[src/bdls_pkg.sv]
// ----------------------------------------------------------------------------
// bdls_pkg
// Shared types and constants for the button debounce and LED pattern
// sequencer: mode codes, register indexes, reset values and the structs
// that pass between the lanes, the sequencer and the top level.
// ----------------------------------------------------------------------------
package bdls_pkg;

  // Field widths.
  localparam int unsigned LEVELS_W  = 4;
  localparam int unsigned CMD_W     = 8;
  localparam int unsigned MODE_W    = 3;
  localparam int unsigned DEB_W     = 5;
  localparam int unsigned HOLD_W    = 16;
  localparam int unsigned SINCE_W   = 32;
  localparam int unsigned PHASE_W   = 8;
  localparam int unsigned CFG_W     = 16;
  localparam int unsigned CFG_IDX_W = 2;

  // LED mode codes.
  localparam logic [MODE_W-1:0] MODE_IDLE       = 3'd0;
  localparam logic [MODE_W-1:0] MODE_PROCESSING = 3'd1;
  localparam logic [MODE_W-1:0] MODE_SUCCESS    = 3'd2;
  localparam logic [MODE_W-1:0] MODE_FAILURE    = 3'd3;
  localparam logic [MODE_W-1:0] MODE_WAITING    = 3'd4;
  localparam logic [MODE_W-1:0] MODE_PRESSED    = 3'd5;

  // Command bytes.
  localparam logic [CMD_W-1:0] CMD_MODE_FIRST = 8'd1;
  localparam logic [CMD_W-1:0] CMD_MODE_LAST  = 8'd6;
  localparam logic [CMD_W-1:0] CMD_REBOOT     = 8'h07;

  // Configuration register indexes.
  localparam logic [CFG_IDX_W-1:0] CFG_DEBOUNCE = 2'd0;
  localparam logic [CFG_IDX_W-1:0] CFG_SUCCESS  = 2'd1;
  localparam logic [CFG_IDX_W-1:0] CFG_FAILURE  = 2'd2;
  localparam logic [CFG_IDX_W-1:0] CFG_PRESS    = 2'd3;

  // Configuration reset values.
  localparam logic [DEB_W-1:0]  DEBOUNCE_RST = 5'd20;
  localparam logic [HOLD_W-1:0] SUCCESS_RST  = 16'd600;
  localparam logic [HOLD_W-1:0] FAILURE_RST  = 16'd800;
  localparam logic [HOLD_W-1:0] PRESS_RST    = 16'd120;

  // Blink and flash timing in ticks.
  localparam logic [PHASE_W-1:0] PHASE_LAST   = 8'd249;  // 250 ticks per half period
  localparam logic [SINCE_W-1:0] FLASH1_END   = 32'd100;
  localparam logic [SINCE_W-1:0] FLASH2_START = 32'd200;
  localparam logic [SINCE_W-1:0] FLASH2_END   = 32'd300;

  // One accepted tick as seen by the sequencer.
  typedef struct packed {
    logic             accept;
    logic             cmd_valid;
    logic [CMD_W-1:0] cmd_byte;
    logic             any_press;
  } tick_t;

  // Sequencer result for one tick.
  typedef struct packed {
    logic              lit;
    logic              reboot;
    logic [MODE_W-1:0] mode;
  } seq_res_t;

  // Timed-mode limits.
  typedef struct packed {
    logic [HOLD_W-1:0] success_hold;
    logic [HOLD_W-1:0] failure_end;
    logic [HOLD_W-1:0] press_flash;
  } hold_cfg_t;

endpackage

[src/bdls_lane.sv]
// ----------------------------------------------------------------------------
// bdls_lane
// Debounce lane for one button: remembers the last accepted level and runs
// the lockout counter that blocks further changes after one is accepted.
// ----------------------------------------------------------------------------
module bdls_lane (
  input  logic                          clk,
  input  logic                          rst_n,
  input  logic                          accept,
  input  logic                          level,
  input  logic [bdls_pkg::DEB_W-1:0]    debounce,
  output logic                          pressed
);

  logic [bdls_pkg::DEB_W-1:0] lock_r;
  logic [bdls_pkg::DEB_W-1:0] lock_nxt;
  logic                       last_r;
  logic                       last_nxt;
  logic [bdls_pkg::DEB_W-1:0] lock_dec;

  always_comb begin
    lock_dec = (lock_r != '0) ? lock_r - 1'b1 : '0;
    lock_nxt = lock_dec;
    last_nxt = last_r;
    pressed  = 1'b0;
    // A level change counts only once the lockout has run out.
    if (lock_dec == '0 && level != last_r) begin
      last_nxt = level;
      lock_nxt = debounce;
      pressed  = ~level;
    end
  end

  always_ff @(posedge clk) begin
    if (!rst_n) begin
      lock_r <= '0;
      last_r <= 1'b1;
    end else if (accept) begin
      lock_r <= lock_nxt;
      last_r <= last_nxt;
    end
  end

endmodule

[src/bdls_seq.sv]
// ----------------------------------------------------------------------------
// bdls_seq
// LED mode sequencer: applies commands and merged button presses, keeps the
// elapsed-time counter with its 250-tick blink phase, and computes the LED.
// ----------------------------------------------------------------------------
module bdls_seq (
  input  logic                  clk,
  input  logic                  rst_n,
  input  bdls_pkg::tick_t       tick,
  input  bdls_pkg::hold_cfg_t   hold,
  output bdls_pkg::seq_res_t    res
);

  logic [bdls_pkg::MODE_W-1:0]  mode_r, mode_nxt;
  logic [bdls_pkg::SINCE_W-1:0] since_r, since_nxt;
  logic [bdls_pkg::PHASE_W-1:0] ph_cnt_r, ph_cnt_nxt;
  logic                         ph_bit_r, ph_bit_nxt;

  logic [bdls_pkg::SINCE_W:0]   since_inc;
  logic [bdls_pkg::SINCE_W-1:0] since_b;
  logic [bdls_pkg::PHASE_W-1:0] ph_cnt_a, ph_cnt_b;
  logic                         ph_bit_a, ph_bit_b;
  logic [bdls_pkg::MODE_W-1:0]  mode_b;
  logic                         restart;
  logic                         reboot;
  logic                         lit;
  logic                         expire;

  always_comb begin
    // Elapsed time advances; the phase counter tracks since / 250 and
    // restarts with it when the 32-bit count wraps.
    since_inc = {1'b0, since_r} + 33'd1;
    if (since_inc[bdls_pkg::SINCE_W]) begin
      ph_cnt_a = '0;
      ph_bit_a = 1'b0;
    end else if (ph_cnt_r == bdls_pkg::PHASE_LAST) begin
      ph_cnt_a = '0;
      ph_bit_a = ~ph_bit_r;
    end else begin
      ph_cnt_a = ph_cnt_r + 1'b1;
      ph_bit_a = ph_bit_r;
    end

    mode_b  = mode_r;
    restart = 1'b0;
    reboot  = 1'b0;
    if (tick.cmd_valid) begin
      if (tick.cmd_byte inside {[bdls_pkg::CMD_MODE_FIRST:bdls_pkg::CMD_MODE_LAST]}) begin
        mode_b  = bdls_pkg::MODE_W'(tick.cmd_byte - 8'd1);
        restart = 1'b1;
      end else if (tick.cmd_byte == bdls_pkg::CMD_REBOOT) begin
        reboot = 1'b1;
      end
    end
    // Buttons are handled after the command, so a press wins.
    if (tick.any_press) begin
      mode_b  = bdls_pkg::MODE_PRESSED;
      restart = 1'b1;
    end

    since_b  = restart ? '0 : since_inc[bdls_pkg::SINCE_W-1:0];
    ph_cnt_b = restart ? '0 : ph_cnt_a;
    ph_bit_b = restart ? 1'b0 : ph_bit_a;

    lit    = 1'b0;
    expire = 1'b0;
    case (mode_b)
      bdls_pkg::MODE_PROCESSING: lit = ph_bit_b;
      bdls_pkg::MODE_SUCCESS: begin
        lit    = 1'b1;
        expire = since_b > bdls_pkg::SINCE_W'(hold.success_hold);
      end
      bdls_pkg::MODE_FAILURE: begin
        lit    = (since_b < bdls_pkg::FLASH1_END) ||
                 (since_b > bdls_pkg::FLASH2_START && since_b < bdls_pkg::FLASH2_END);
        expire = since_b > bdls_pkg::SINCE_W'(hold.failure_end);
      end
      bdls_pkg::MODE_WAITING: lit = 1'b1;
      bdls_pkg::MODE_PRESSED: begin
        lit    = 1'b1;
        expire = since_b > bdls_pkg::SINCE_W'(hold.press_flash);
      end
      default: lit = 1'b0;
    endcase

    mode_nxt   = expire ? bdls_pkg::MODE_IDLE : mode_b;
    since_nxt  = expire ? '0 : since_b;
    ph_cnt_nxt = expire ? '0 : ph_cnt_b;
    ph_bit_nxt = expire ? 1'b0 : ph_bit_b;

    res.lit    = lit | reboot;
    res.reboot = reboot;
    res.mode   = mode_nxt;
  end

  always_ff @(posedge clk) begin
    if (!rst_n) begin
      mode_r   <= bdls_pkg::MODE_IDLE;
      since_r  <= '0;
      ph_cnt_r <= '0;
      ph_bit_r <= 1'b0;
    end else if (tick.accept) begin
      mode_r   <= mode_nxt;
      since_r  <= since_nxt;
      ph_cnt_r <= ph_cnt_nxt;
      ph_bit_r <= ph_bit_nxt;
    end
  end

endmodule

[src/button_debounce_led_pattern_sequencer.sv]
// ----------------------------------------------------------------------------
// button_debounce_led_pattern_sequencer
// Each transfer on the input channel is one millisecond tick carrying four
// active-low button levels and an optional command byte; each tick produces
// exactly one result transfer with the LED drive, the buttons whose press
// was accepted, a reboot flag and the LED mode after the tick. The
// per-button debounce lanes and the mode sequencer update their state as
// the tick is accepted, and the result goes into an output register, so a
// new tick is taken every clock while the result side keeps up, and the
// input is stalled only while a finished result is held by a stalled
// output. Configuration writes take effect at the clock edge of the write
// and must be made while no tick is in flight.
// ----------------------------------------------------------------------------
module button_debounce_led_pattern_sequencer #(
  parameter int unsigned BUTTONS = 4
) (
  input  logic                               clk,
  input  logic                               rst_n,
  // Tick input channel.
  input  logic                               in_valid,
  output logic                               in_stall,
  input  logic [bdls_pkg::LEVELS_W-1:0]      in_button_levels,
  input  logic                               in_cmd_valid,
  input  logic [bdls_pkg::CMD_W-1:0]         in_cmd_byte,
  // Result channel.
  output logic                               out_valid,
  input  logic                               out_stall,
  output logic                               out_led1_on,
  output logic                               out_led2_on,
  output logic [bdls_pkg::LEVELS_W-1:0]      out_pressed_mask,
  output logic                               out_reboot_request,
  output logic [bdls_pkg::MODE_W-1:0]        out_led_mode_now,
  // Configuration write port.
  input  logic                               cfg_we,
  input  logic [bdls_pkg::CFG_IDX_W-1:0]     cfg_index,
  input  logic [bdls_pkg::CFG_W-1:0]         cfg_wdata
);

  // Configuration registers.
  logic [bdls_pkg::DEB_W-1:0]  debounce_r;
  logic [bdls_pkg::HOLD_W-1:0] success_r;
  logic [bdls_pkg::HOLD_W-1:0] failure_r;
  logic [bdls_pkg::HOLD_W-1:0] press_r;

  always_ff @(posedge clk) begin
    if (!rst_n) begin
      debounce_r <= bdls_pkg::DEBOUNCE_RST;
      success_r  <= bdls_pkg::SUCCESS_RST;
      failure_r  <= bdls_pkg::FAILURE_RST;
      press_r    <= bdls_pkg::PRESS_RST;
    end else if (cfg_we) begin
      case (cfg_index)
        bdls_pkg::CFG_DEBOUNCE: debounce_r <= cfg_wdata[bdls_pkg::DEB_W-1:0];
        bdls_pkg::CFG_SUCCESS:  success_r  <= cfg_wdata[bdls_pkg::HOLD_W-1:0];
        bdls_pkg::CFG_FAILURE:  failure_r  <= cfg_wdata[bdls_pkg::HOLD_W-1:0];
        bdls_pkg::CFG_PRESS:    press_r    <= cfg_wdata[bdls_pkg::HOLD_W-1:0];
        default: ;
      endcase
    end
  end

  // A tick is taken unless a finished result is waiting on a stalled output.
  logic out_valid_r;
  logic out_valid_nxt;
  logic accept;

  assign in_stall = out_valid_r & out_stall;
  assign accept   = in_valid & ~in_stall;

  // One debounce lane per button. Buttons past the input field read as
  // released, so their lanes never see a change.
  logic [BUTTONS-1:0] press_vec;

  for (genvar i = 0; i < BUTTONS; i++) begin : g_lane
    logic level;
    if (i < bdls_pkg::LEVELS_W) begin : g_in
      assign level = in_button_levels[i];
    end else begin : g_off
      assign level = 1'b1;
    end
    bdls_lane u_lane (
      .clk      (clk),
      .rst_n    (rst_n),
      .accept   (accept),
      .level    (level),
      .debounce (debounce_r),
      .pressed  (press_vec[i])
    );
  end

  // Merge the lanes: one press bit per reported button, and any press at all
  // for the mode sequencer.
  logic [bdls_pkg::LEVELS_W-1:0] mask;

  for (genvar j = 0; j < bdls_pkg::LEVELS_W; j++) begin : g_mask
    if (j < BUTTONS) begin : g_on
      assign mask[j] = press_vec[j];
    end else begin : g_none
      assign mask[j] = 1'b0;
    end
  end

  bdls_pkg::tick_t     tick;
  bdls_pkg::hold_cfg_t hold;
  bdls_pkg::seq_res_t  res;

  always_comb begin
    tick.accept         = accept;
    tick.cmd_valid      = in_cmd_valid;
    tick.cmd_byte       = in_cmd_byte;
    tick.any_press      = |press_vec;
    hold.success_hold   = success_r;
    hold.failure_end    = failure_r;
    hold.press_flash    = press_r;
  end

  bdls_seq u_seq (
    .clk   (clk),
    .rst_n (rst_n),
    .tick  (tick),
    .hold  (hold),
    .res   (res)
  );

  // Output register.
  logic                          lit_r;
  logic [bdls_pkg::LEVELS_W-1:0] mask_r;
  logic                          reboot_r;
  logic [bdls_pkg::MODE_W-1:0]   mode_r;

  always_comb begin
    if (accept) begin
      out_valid_nxt = 1'b1;
    end else if (out_stall) begin
      out_valid_nxt = out_valid_r;
    end else begin
      out_valid_nxt = 1'b0;
    end
  end

  always_ff @(posedge clk) begin
    if (!rst_n) begin
      out_valid_r <= 1'b0;
    end else begin
      out_valid_r <= out_valid_nxt;
    end
  end

  always_ff @(posedge clk) begin
    if (accept) begin
      lit_r    <= res.lit;
      mask_r   <= mask;
      reboot_r <= res.reboot;
      mode_r   <= res.mode;
    end
  end

  assign out_valid          = out_valid_r;
  assign out_led1_on        = lit_r;
  assign out_led2_on        = lit_r;
  assign out_pressed_mask   = mask_r;
  assign out_reboot_request = reboot_r;
  assign out_led_mode_now   = mode_r;

`ifndef SYNTHESIS
  // A reboot request always forces the LEDs on.
  a_reboot_lit: assert property (@(posedge clk) disable iff (!rst_n)
    (out_valid && out_reboot_request) |-> out_led1_on)
    else $error("reboot request without LEDs lit");

  // An accepted press always leaves the block in button-pressed mode.
  a_press_mode: assert property (@(posedge clk) disable iff (!rst_n)
    (out_valid && out_pressed_mask != '0) |-> (out_led_mode_now == bdls_pkg::MODE_PRESSED))
    else $error("press reported outside pressed mode");

  // Every accepted tick shows up as a result on the next cycle.
  a_result_follows: assert property (@(posedge clk) disable iff (!rst_n)
    (in_valid && !in_stall) |=> out_valid)
    else $error("accepted tick produced no result");
`endif

endmodule

[config.mk]
export PLATFORM = sky130hd
export DESIGN_NAME = button_debounce_led_pattern_sequencer
export DESIGN_NICKNAME = d
export VERILOG_FILES = /design/src/bdls_pkg.sv /design/src/bdls_lane.sv /design/src/bdls_seq.sv /design/src/button_debounce_led_pattern_sequencer.sv
export SDC_FILE = /design/constraint.sdc
export NUM_CORES = 1
export LEC_CHECK = 0
export BUFFER_PORTS_ARGS = -buffer_cell sky130_fd_sc_hd__buf_2
export CORE_MARGIN = 2
export CORE_UTILIZATION = 36
export DETAILED_ROUTE_END_ITERATION = 8
export GPL_TIMING_DRIVEN = 1
export SLEW_MARGIN = 30
export SYNTH_ARGS = -nofsm -noshare
export SYNTH_HDL_FRONTEND = slang
export SYNTH_SLANG_ARGS = --single-unit
export TNS_END_PERCENT = 5
[constraint.sdc]
create_clock -name clk -period 5.3 [get_ports clk]
set_input_delay 0.53 -clock clk [delete_from_list [all_inputs] [get_ports clk]]
set_output_delay 0.53 -clock clk [all_outputs]
set_load 0.02 [all_outputs]
==> flow_results.xml <==
<?xml version="1.0" encoding="UTF-8"?>
<metrics>
  <group name="final_layout">
    <metric name="final_core_utilization" unit="">0.4207</metric>
    <metric name="syn_to_final_growth" unit="%">14.64</metric>
    <metric name="layout-drive-gt1-share" unit="">0.1381</metric>
    <metric name="finalInstanceArea" unit="mm²">0.009524</metric>
    <metric name="final_net_count" unit="">1137</metric>
    <metric name="post_layout_nonfiller_instances" unit="">1342</metric>
    <metric name="antenna_cells" unit="">0</metric>
  </group>
  <group name="hold_path">
    <metric name="hold_path.class" unit="">primary input to register</metric>
  </group>
  <group name="critical_path">
    <metric name="critPathMaxStageDelay" unit="ps">440</metric>
    <metric name="setup.worst_path.class" unit="">register to register</metric>
    <metric name="critPathBufInv" unit="">4</metric>
    <metric name="crit_required" unit="ps">5640</metric>
    <metric name="slowest_cell_on_the_critical_path" unit="">or3_4</metric>
    <metric name="worst-path-max-fanout" unit="">18</metric>
    <metric name="timing.critical_path.to_type" unit="">register</metric>
    <metric name="timing.critical_path.from_type" unit="">register</metric>
    <metric name="path_delay_family" unit="">compound AO/OA/AOI/OAI gates</metric>
    <metric name="crit_path_cell_trace" unit="">inv_1, ha_1, nand2_1, a211o_1, a211oi_1, a21oi_1, nand3b_1, buf_4, nor2_4, ha_1, nand4_1, nor4_1, buf_4, a41o_1, a2111oi_1, a22oi_1, a21oi_2, buf_6, or3_4, o31ai_2</metric>
    <metric name="signal_arrival_time_at_the_worst_endpoint" unit="ps">5280</metric>
  </group>
  <group name="global_routing">
    <metric name="global_route.peak_usage_layer" unit="">met2</metric>
    <metric name="first_global_vias" unit="">6881</metric>
    <metric name="antenna_found_initial" unit="">0</metric>
    <metric name="gr-usage-met3" unit="">0.03306</metric>
    <metric name="globalRoute.totalOverflow" unit="">0</metric>
    <metric name="grt_util_met2" unit="">0.2815</metric>
    <metric name="grt_use_met1" unit="">0.2507</metric>
    <metric name="grt_start_max_net_pins" unit="">94</metric>
    <metric name="grt_use_total" unit="">0.1794</metric>
    <metric name="grt_first_pass_wirelength" unit="mm">35.45</metric>
  </group>
  <group name="clocking">
    <metric name="tritoncts" unit="">built</metric>
    <metric name="clkLatencyLatePin" unit="ps">420</metric>
    <metric name="total_number_of_h_tree_levels" unit="">4</metric>
    <metric name="cts_buffers" unit="">17</metric>
    <metric name="cts.sink_count" unit="">131</metric>
    <metric name="clock_tree.root_cell" unit="">clkbuf_16</metric>
    <metric name="path_clk_slew" unit="ps">60</metric>
    <metric name="cts-root-to-sink-buffers" unit="">2</metric>
  </group>
  <group name="synthesis">
    <metric name="yosysSeqAreaShare" unit="">0.3265</metric>
    <metric name="synth.top_cells.by_area" unit="">dfxtp_1 29%, ha_1 8.4%, nand2_1 7.0%</metric>
    <metric name="synth_edf_count" unit="">9</metric>
    <metric name="synth.cells.most_frequent" unit="">155 x nand2_1, 122 x dfxtp_1, 74 x inv_1</metric>
    <metric name="synth_area_per_cell" unit="µm²">8.185</metric>
    <metric name="synthFlopType" unit="">dfxtp_1</metric>
    <metric name="syn-cell-area" unit="mm²">0.008308</metric>
    <metric name="synth_async_sr_flop_share" unit="">0</metric>
    <metric name="netlist.area_leader.share" unit="">0.2940</metric>
    <metric name="synth-warning-count" unit="">0</metric>
    <metric name="yosys.cell_count.top_type" unit="">nand2_1</metric>
    <metric name="synth.lib_cells_used.distinct" unit="">84</metric>
    <metric name="synth_seq_cells" unit="">131</metric>
    <metric name="postSynthCellCount" unit="">1015</metric>
    <metric name="synth_area_leader_cell" unit="">dfxtp_1</metric>
    <metric name="synth.net_count" unit="">1107</metric>
  </group>
  <group name="route">
    <metric name="route.detailed.drc" unit="">0</metric>
    <metric name="post_drt_via_cell_ratio" unit="">5.484</metric>
    <metric name="post_drt_wl_per_cell" unit="µm">15.75</metric>
    <metric name="detail_route.iter0.violations" unit="">510</metric>
    <metric name="wirelength" unit="mm">21.14</metric>
    <metric name="routed-via-count" unit="">7360</metric>
    <metric name="drtPass1Iterations" unit="">7</metric>
    <metric name="drt.antenna.violating_nets" unit="">0</metric>
  </group>
  <group name="power">
    <metric name="netSwitchingFraction" unit="">0.3005</metric>
    <metric name="irDropWorstVdd" unit="mV">0.2180</metric>
    <metric name="power_frac_clock" unit="">0.409</metric>
    <metric name="total_switching_power" unit="µW">857.7</metric>
    <metric name="cellPowerDensity" unit="mW/mm²">299.7</metric>
    <metric name="p_comb_frac" unit="">0.204</metric>
    <metric name="sequentialPowerShare" unit="">0.387</metric>
    <metric name="internal_power" unit="mW">1.997</metric>
    <metric name="p_leak" unit="nW">3.757</metric>
  </group>
  <group name="place">
    <metric name="dpl_worst_slack" unit="ps">93.29</metric>
    <metric name="post_place_cells" unit="">1308</metric>
    <metric name="placed_area" unit="mm²">0.008821</metric>
    <metric name="io_buffers" unit="">47</metric>
    <metric name="dp.final_hpwl" unit="mm">15.09</metric>
    <metric name="routabilityCongestion" unit="">0.8443</metric>
  </group>
  <group name="timing">
    <metric name="timing.final.hold_violations" unit="">0</metric>
    <metric name="finClkSkew" unit="ps">8.482</metric>
    <metric name="max_slew_violation_count" unit="">0</metric>
    <metric name="worst_pin_slew" unit="ps">869.6</metric>
    <metric name="layout_min_cycle_time" unit="ps">4941</metric>
    <metric name="setup_viol" unit="">0</metric>
    <metric name="worst_slew_margin_rel" unit="">0.4203</metric>
    <metric name="timing.fmax" unit="MHz">202.4</metric>
    <metric name="period_share" unit="">0.9322</metric>
    <metric name="totalNegativeSetupSlack" unit="ps">0</metric>
    <metric name="rsz_0062_raised_after_global_routing" unit="">yes</metric>
    <metric name="layout_setup_ws" unit="ps">359.3</metric>
  </group>
  <group name="status">
    <metric name="run_status" unit="">finished, final reports clean</metric>
  </group>
  <group name="die">
    <metric name="initial_utilization" unit="">0.3670</metric>
    <metric name="dieArea" unit="mm²">0.02431</metric>
    <metric name="ioPinCount" unit="">48</metric>
    <metric name="fp.dieW" unit="µm">155.9</metric>
    <metric name="placement_rows" unit="">55</metric>
    <metric name="floorplan.core_area" unit="mm²">0.02264</metric>
    <metric name="die-height" unit="µm">155.9</metric>
  </group>
  <group name="job">
    <metric name="max_cap_viol_count" unit="">0</metric>
  </group>
</metrics>
==> stage by stage <==
stage,hold WS (ps),power (mW)
after detailed placement,460.0,1.679
after floorplan,441.7,1.518
after CTS,318.8,2.852
after global routing,324.2,3.000
after global placement,453.8,1.673
final,330.3,2.855
==> area by class of cell <==
cell class	count	area, µm²
clock inverters	10	95.09
multi-input cells	752	5157
repair buffers	69	432.9
well taps	285	356.6
inverters	74	277.8
flip-flops and latches	131	2713
clock buffers	21	491.7
fillers	2239	13120
==> what timing repair did <==
action                     in CTS  in global routing
resized for setup               0                 22
hold buffers                    0                  0
setup endpoints to repair       0                 47
setup buffers                   0                  3
==> metal layers <==
layer | up-vias | part of all wire
li1 | 3746 | -
met1 | 3474 | 0.49
met2 | 118 | 0.46
met3 | 22 | 0.032
met4 | 0 | 0.014
met5 | - | 0
==> cell usage in the layout (no fill, tap or decap), drive strengths merged, types with 4 or more instances in the layout <==
cell type	netlist	routed
a2111oi	6	6
a21boi	42	42
a21o	6	6
a21oi	30	30
a22o	10	10
a31oi	26	26
a41oi	16	16
and2	9	9
and3	18	18
buf	21	69
clkbuf	37	21
dfxtp	122	122
edfxtp	9	9
ha	56	56
inv	74	77
mux2i	19	19
nand2	155	155
nand2b	6	6
nand3	45	45
nand3b	5	5
nand4	26	26
nand4b	4	4
nor2	50	50
nor2b	12	12
nor3	21	21
nor4	9	9
nor4b	12	12
o211a	11	11
o211ai	20	20
o21a	6	6
o21ai	32	32
o22ai	4	4
o31ai	11	11
or2	8	8
or4	6	6
xnor2	13	13
xor2	15	15
==> final timing paths <==
path / cells past startpoint / endpoint / slack (ps) / startpoint
worst max-delay path: 20 / u_seq.ph_bit_r$_SDFFE_PN0P_ / 360 / g_lane[1].u_lane.lock_r[0]$_SDFFE_PN0P_
worst min-delay path: 2 / out_valid$_SDFFE_PN0P_ / 330 / in_valid
worst max register to register: 20 / u_seq.ph_bit_r$_SDFFE_PN0P_ / 360 / g_lane[1].u_lane.lock_r[0]$_SDFFE_PN0P_
worst min register to register: 2 / success_r[8]$_SDFFE_PN0P_ / 460 / success_r[8]$_SDFFE_PN0P_
==> cell families after synthesis <==
kind of cell / Yosys count / share of synthesized area
xor gates and xnor gates: 28 / 0.02952
and+or+nand+nor: 402 / 0.2532
adders and majority gates: 57 / 0.08554
muxes: 19 / 0.02334
buffers and inverters: 132 / 0.06310
DFF: 131 / 0.3265
AOI/OAI and AO/OA: 246 / 0.2188
==> state kept, by name (all words and copies together) (netlist names) <==
name and cells:
u_seq.mode_r 3, debounce_r 5, u_seq.since_r 32, out_reboot_request 1
g_lane.u_lane.lock_r 20, u_seq.ph_cnt_r 8, out_pressed_mask 4, out_led1_on 1
success_r 16, out_valid 1, failure_r 16, u_seq.ph_bit_r 1
press_r 16, out_led_mode_now 3, g_lane.u_lane.last_r 4
==> power groups by stage <==
stage	Combinational, mW	Clock [mW]	Sequential [mW]
2_1_floorplan	0.393	0	1.13
3_3_place_gp	0.547	0	1.13
3_5_place_dp	0.552	0	1.13
4_1_cts	0.557	1.19	1.11
5_1_grt	0.653	1.23	1.11
6_report	0.582	1.17	1.11
==> worst register-to-register path: stages, from the launching register on <==
cell       delay [ps]
dfxtp_1           430
inv_1              70
ha_1              310
nand2_1            60
a211o_1           270
a211oi_1          400
a21oi_1           190
nand3b_1          230
buf_4             270
nor2_4             90
ha_1              330
nand4_1           180
nor4_1            410
buf_4             190
a41o_1            190
a2111oi_1          80
a22oi_1           190
a21oi_2           130
buf_6             190
or3_4             440
o31ai_2           240
(Power assumes the default switching activity.)
